[src/sv/scba_pkg.sv]
// ----------------------------------------------------------------------------
// scba_pkg
// Shared types, status codes and constants for the size-class allocator.
// ----------------------------------------------------------------------------
package scba_pkg;

    localparam int OFF_W       = 58;
    localparam int SIZE_W      = 40;
    localparam int TOTAL_W     = 64;
    localparam int CLASS_W     = 5;
    localparam int SLOTS       = 64;
    localparam int SLOT_W      = 6;
    localparam int MIN_SHIFT   = 6;
    localparam int TOP_CLASS   = 31;
    localparam int MAX_BLOCKS_DEF = 64;

    typedef enum logic [2:0] {
        ST_OK        = 3'd0,
        ST_TOO_BIG   = 3'd1,
        ST_NO_SPACE  = 3'd2,
        ST_UNALIGNED = 3'd3,
        ST_NOT_ALLOC = 3'd4
    } status_t;

    typedef enum logic [2:0] {
        CMD_NONE,
        CMD_LOAD,
        CMD_SCAN,
        CMD_OPEN,
        CMD_GRANT,
        CMD_RELEASE,
        CMD_ERROR
    } cmd_op_t;

    typedef struct packed {
        cmd_op_t op;
        status_t err;
    } cmd_t;

    typedef struct packed {
        logic too_big;
        logic scan_done;
        logic hit;
        logic table_full;
        logic heap_full;
        logic unaligned;
        logic double_free;
        logic is_free;
    } sts_t;

endpackage

[src/sv/scba_ctrl.sv]
// ----------------------------------------------------------------------------
// scba_ctrl
// Request sequencer: load, table scan, open/grant or release, respond.
// ----------------------------------------------------------------------------
module scba_ctrl
(
    input  logic           clk,
    input  logic           rst_n,
    input  logic           in_valid,
    output logic           in_stall,
    output logic           out_valid,
    input  logic           out_stall,
    output scba_pkg::cmd_t cmd,
    input  scba_pkg::sts_t sts
);
    import scba_pkg::*;

    typedef enum logic [2:0] {
        S_IDLE,
        S_CHECK,
        S_SCAN,
        S_DECIDE,
        S_UPDATE,
        S_RESP
    } state_t;

    state_t state_reg, state_next;
    logic   out_valid_reg, out_valid_next;

    assign in_stall  = (state_reg != S_IDLE);
    assign out_valid = out_valid_reg;

    always_comb
    begin
        state_next     = state_reg;
        out_valid_next = out_valid_reg;
        cmd.op         = CMD_NONE;
        cmd.err        = ST_OK;
        case (state_reg)
            S_IDLE:
            begin
                if (in_valid)
                begin
                    cmd.op     = CMD_LOAD;
                    state_next = S_CHECK;
                end
            end
            S_CHECK:
            begin
                if (!sts.is_free && sts.too_big)
                begin
                    cmd.op     = CMD_ERROR;
                    cmd.err    = ST_TOO_BIG;
                    state_next = S_RESP;
                end
                else
                begin
                    state_next = S_SCAN;
                end
            end
            S_SCAN:
            begin
                cmd.op = CMD_SCAN;
                if (sts.hit || sts.scan_done)
                begin
                    state_next = S_DECIDE;
                end
            end
            S_DECIDE:
            begin
                // advance to update; the data path has latched the hit entry
                state_next = S_UPDATE;
                if (sts.is_free)
                begin
                    if (!sts.hit)
                    begin
                        cmd.op     = CMD_ERROR;
                        cmd.err    = ST_NOT_ALLOC;
                        state_next = S_RESP;
                    end
                end
                else if (!sts.hit && (sts.table_full || sts.heap_full))
                begin
                    cmd.op     = CMD_ERROR;
                    cmd.err    = ST_NO_SPACE;
                    state_next = S_RESP;
                end
                else if (!sts.hit)
                begin
                    cmd.op = CMD_OPEN;
                end
            end
            S_UPDATE:
            begin
                state_next = S_RESP;
                if (sts.is_free)
                begin
                    if (sts.unaligned)
                    begin
                        cmd.op  = CMD_ERROR;
                        cmd.err = ST_UNALIGNED;
                    end
                    else if (sts.double_free)
                    begin
                        cmd.op  = CMD_ERROR;
                        cmd.err = ST_NOT_ALLOC;
                    end
                    else
                    begin
                        cmd.op = CMD_RELEASE;
                    end
                end
                else
                begin
                    cmd.op = CMD_GRANT;
                end
            end
            S_RESP:
            begin
                if (!out_valid_reg)
                begin
                    out_valid_next = 1'b1;
                end
                else if (!out_stall)
                begin
                    out_valid_next = 1'b0;
                    state_next     = S_IDLE;
                end
            end
            default:
            begin
                state_next = S_IDLE;
            end
        endcase
    end

    always_ff @(posedge clk or negedge rst_n)
    begin
        if (!rst_n)
        begin
            state_reg     <= S_IDLE;
            out_valid_reg <= 1'b0;
        end
        else
        begin
            state_reg     <= state_next;
            out_valid_reg <= out_valid_next;
        end
    end

endmodule

[config.mk]
export PLATFORM = sky130hd
export DESIGN_NAME = scba_ctrl
export DESIGN_NICKNAME = d
export VERILOG_FILES = /design/src/sv/scba_pkg.sv /design/src/sv/scba_ctrl.sv
export SDC_FILE = /design/constraint.sdc
export NUM_CORES = 1
export LEC_CHECK = 0
export BUFFER_PORTS_ARGS = -buffer_cell sky130_fd_sc_hd__buf_2
export CAP_MARGIN = 20
export CORE_AREA = 10 10 47 49
export CTS_CLUSTER_DIAMETER = 40
export CTS_CLUSTER_SIZE = 30
export DETAILED_ROUTE_END_ITERATION = 10
export DIE_AREA = 0 0 57 59
export SLEW_MARGIN = 20
export SYNTH_ARGS = -nofsm -noshare
export SYNTH_HDL_FRONTEND = slang
export SYNTH_SLANG_ARGS = --single-unit
[constraint.sdc]
create_clock -name clk -period 1.2 [get_ports clk]
set_clock_uncertainty 0.1 [all_clocks]
set_input_delay 0.06 -clock clk [delete_from_list [all_inputs] [get_ports clk]]
set_output_delay 0.06 -clock clk [all_outputs]
set_load 0.03 [all_outputs]
Word level (Yosys, flattened, before mapping). Cells that the tools add are included.

Input bits: 12. Word-level logic and storage cells: 45. Register bits after elaboration: 4. Output and inout port bits: 8.

Equal/unequal tests: 9. Mux-type cells: 25. Reductions and logical operators: 9.

Operator list (number): $mux 3 (10); $mux 6 (4); $pmux 3 s6 (1); $pmux 3 s5 (1); $pmux 3 s3 (1); $ne 2x2->1 const B (4); $eq 3x2->1 const B (2); $eq 3x3->1 const B (2); $mux 2 (3); $mux 1 (5); $reduce_and 4->1 (1); $eq 3x1->1 const B (1); $logic_not 3->1 (1); $reduce_bool 3->1 (1); $logic_and 1x1->1 (2); $logic_not 1->1 (2); $logic_or 1x1->1 (2).

Longest topological paths before layout.
Depth after elaboration: 5. Gate-level depth with buffers: 4. Mapped depth without buffers: 3.

Least setup slack after synthesis. OpenSTA, ideal clock, no wires.

Kind: reg-to-output. Start: register state_reg[0]. End: output port cmd[3] (netlist bit). Cell stages (with the launch flop): 4. Arrival time: 1.624 ns. Buffers on the path: 1. Path slack: -0.584 ns. Data required time: 1.040 ns. Cells stage by stage: dfrtp_1 -> buf_2 -> or3_1 -> o211ai_1.

RTL lines: from (decl) (line scba_ctrl.sv:27) `state_t state_reg, state_next;`; from (signal assigned) (line scba_ctrl.sv:146) `state_reg <= state_next;`; to (decl) (line scba_ctrl.sv:13) `output scba_pkg::cmd_t cmd,`.

==> results.sh <==
export IMPL_dp_cells=97
export IMPL_crit_chain="or3_4, o211ai_1, buf_4"
export IMPL_die_area_um2=3360
export IMPL_fmax_mhz=630
export IMPL_hp_class="input port to asynchronous set/reset pin"
export IMPL_gp_congestion=0.736
export IMPL_num_vias=553
export IMPL_ir_drop_mv=1.19
export IMPL_syn_nets=69
export IMPL_first_pass_iters=4
export IMPL_diodes=0
export IMPL_synth_area_per_cell_um2=7.49
export IMPL_drive_above_1_share_pct=65.6
export IMPL_grt_use_total_pct=8.10
export IMPL_synth_area_um2=427
export IMPL_placed_cell_area_um2=624
export IMPL_p_total_uw=1900
export IMPL_largest_reg_flops=3
export IMPL_crit_path_end_kind="output pin"
export IMPL_post_route_util_pct=56.8
export IMPL_relSlewSlack_pct=84.4
export IMPL_crit_required_ns=1.04
export IMPL_fin_crit_ns=1.59
export IMPL_hold_violations=0
export IMPL_ys_seq_elements=4
export IMPL_reg2reg_slack_ns=-0.21
export IMPL_status="finished with violations"
export IMPL_critPathMaxFanout=4
export IMPL_row_count=14
export IMPL_fin_area_um2=796
export IMPL_rsz0062_at_grt="yes"
export IMPL_clockBufferDepth=2
export IMPL_grt_max_degree=9
export IMPL_fp_dieW_um=57
export IMPL_ys_seq_area_share_pct=23.5
export IMPL_clkTransAtPathRegs_ns=0.04
export IMPL_violations="negative setup slack"
export IMPL_synth_cells=57
export IMPL_worst_setup_path_type="flop to output pin"
export IMPL_cp_arrival_ns=1.43
export IMPL_worst_slew_pin_slew_ns=0.234
export IMPL_core_area_um2=1400
export IMPL_cts_sinks=4
export IMPL_drt_total_wl_um=1460
export IMPL_avgRoutedWirePerCell_um=13.7
export IMPL_cap_viol_max_count=0
export IMPL_boundaryPins=20
export IMPL_yosys_warnings=0
export IMPL_num_nets_final=104
export IMPL_synth_distinct_cells=29
export IMPL_cts_tree="yes"
export IMPL_setup_violations_final=10
export IMPL_synthToLayoutAreaGrowth_pct=86.5
export IMPL_die_y_um=59
export IMPL_endpoint="cmd[3]"
export IMPL_cp_start_kind="flop"
export IMPL_antenna_found_initial=0
export IMPL_power_density_nw_per_um2=2390
export IMPL_final_cells=106
export IMPL_numCtsBuffers=3
export IMPL_tns_ns=-2.70
export IMPL_grt_ovfl_total=0
export IMPL_max_stage_delay_ns=0.43
export IMPL_start_util_pct=30.4
export IMPL_grt_pass1_wl_um=2200
export IMPL_r2r_cells=4
export IMPL_dr_first_iter_drc_count=14
export IMPL_htree_levels=1
export IMPL_fin_crit_sh_pct=132
export IMPL_startpoint="state_reg[0]$_DFFE_PN0P_"
export IMPL_p_leak_uw=0.000369
export IMPL_remaining_drc_errors=0
export IMPL_dp_hpwl_um=1040
export IMPL_final_max_slew_viol_count=0
export IMPL_rr_endpoint="state_reg[0]$_DFFE_PN0P_"
export IMPL_insertion_delay_ns=0.23
export IMPL_detail_route_antenna_nets=0
export IMPL_layout_setup_ws_ns=-0.388
export IMPL_via_per_inst=5.22
export IMPL_grt_pass1_vias=503
export IMPL_timing_rr_start="state_reg[1]$_DFFE_PN0P_"
export IMPL_cts_root_buf="clkbuf_4"
export IMPL_nFillCells=134
export IMPL_port_buffers=19
export IMPL_crit_slowest_cell="dfrtp_2"
through the flow:
stage               hold WS [ns]  worst slack, ns
floorplan                 -0.336           -0.448
global placement          -0.232           -0.207
detailed placement        -0.230           -0.251
CTS                       0.0521           -0.384
global route              0.0910           -0.450
finish                    0.0557           -0.388
final cells by class:
type                    count  area (um^2)  area share, %
clock buffers               3         22.5           2.83
multi-input cells          44          369           46.4
flip-flops and latches      4          104           13.1
repair buffers             34          262           32.9
inverters                   5         18.8           2.36
well taps                  16         20.0           2.52
synth_stat cells (all sizes together):
master	number	area (um^2)
a31oi	2	12.5
dfrtp	4	100
a21o	1	7.51
and2b	1	7.51
nor3b	3	22.5
nor2b	4	25.0
inv	5	18.8
or3	2	17.5
and4bb	1	12.5
a21oi	2	10.0
buf	3	21.3
o211ai	1	7.51
nand4b	1	8.76
o22ai	1	6.26
nand3b	2	15.0
a2bb2o	1	10.0
nor2	5	18.8
o21ai	3	15.0
clkbuf	1	3.75
nand3	2	10.0
o21ba	1	10.0
a22oi	1	7.51
nand2	6	22.5
or2	2	12.5
a221oi	2	23.8
worst max-delay path: cells and delay by family, from the launching register on:
kind                   cells  cell delay, ns
flip-flops                 1            0.43
AND/OR/NAND/NOR            1            0.39
buffers and inverters      1            0.19
AO/OA/AOI/OAI              1            0.18
per-layer routing:
| metal | routed length (um) | vias to the layer above | global-route usage, % |
|---|---|---|---|
| met5 | 0 | - | 0 |
| met4 | 23 | 0 | 6.04 |
| met3 | 120 | 2 | 2.79 |
| met2 | 744 | 19 | 12.7 |
| met1 | 569 | 260 | 8.85 |
| li1 | - | 272 | - |
what timing repair did:
item,CTS,global route
endpoints found under the setup margin,9,10
endpoints found under the hold margin,4,0
hold buffers,1,0
setup buffers,4,1
pin swaps,5,3
gates resized for setup,20,10
placed cells by master (no fill, tap or decap), types with 2 or more instances in the layout:
cell type	count
clkbuf_4	3
nand3_1	2
nor2_1	4
dfrtp_2	3
nor2b_1	2
or3_4	2
buf_4	12
a221oi_2	2
or2_2	2
nand2_2	2
nand3b_1	2
buf_6	9
nand2_1	4
buf_2	12
inv_1	5
logic make-up after synthesis:
kind of cell           Yosys count  share of synthesized area, %
flip-flops                       4                          23.5
AND/OR/NAND/NOR                 29                          40.5
AO/OA/AOI/OAI                   15                          25.8
buffers and inverters            9                          10.3
worst min-delay path by stage:
| stage | startpoint | to | slack [ns] | cells after the start |
|---|---|---|---|---|
| after floorplan | rst_n | out_valid$_DFFE_PN0N_ | -0.34 | 0 |
| final | rst_n | state_reg[0]$_DFFE_PN0P_ | 0.06 | 2 |
| after global placement | rst_n | out_valid$_DFFE_PN0N_ | -0.23 | 1 |
| after detailed placement | rst_n | state_reg[2]$_DFFE_PN0P_ | -0.23 | 1 |
| after global routing | rst_n | out_valid$_DFFE_PN0N_ | 0.09 | 2 |
| after CTS | rst_n | state_reg[0]$_DFFE_PN0P_ | 0.05 | 2 |
report_power, final:
part,internal (uW),switching (uW),total [uW]
Sequential,210,98.6,309
Combinational,722,700,1420
Clock,112,57.3,169
Power figures use the tool's default switching activity.
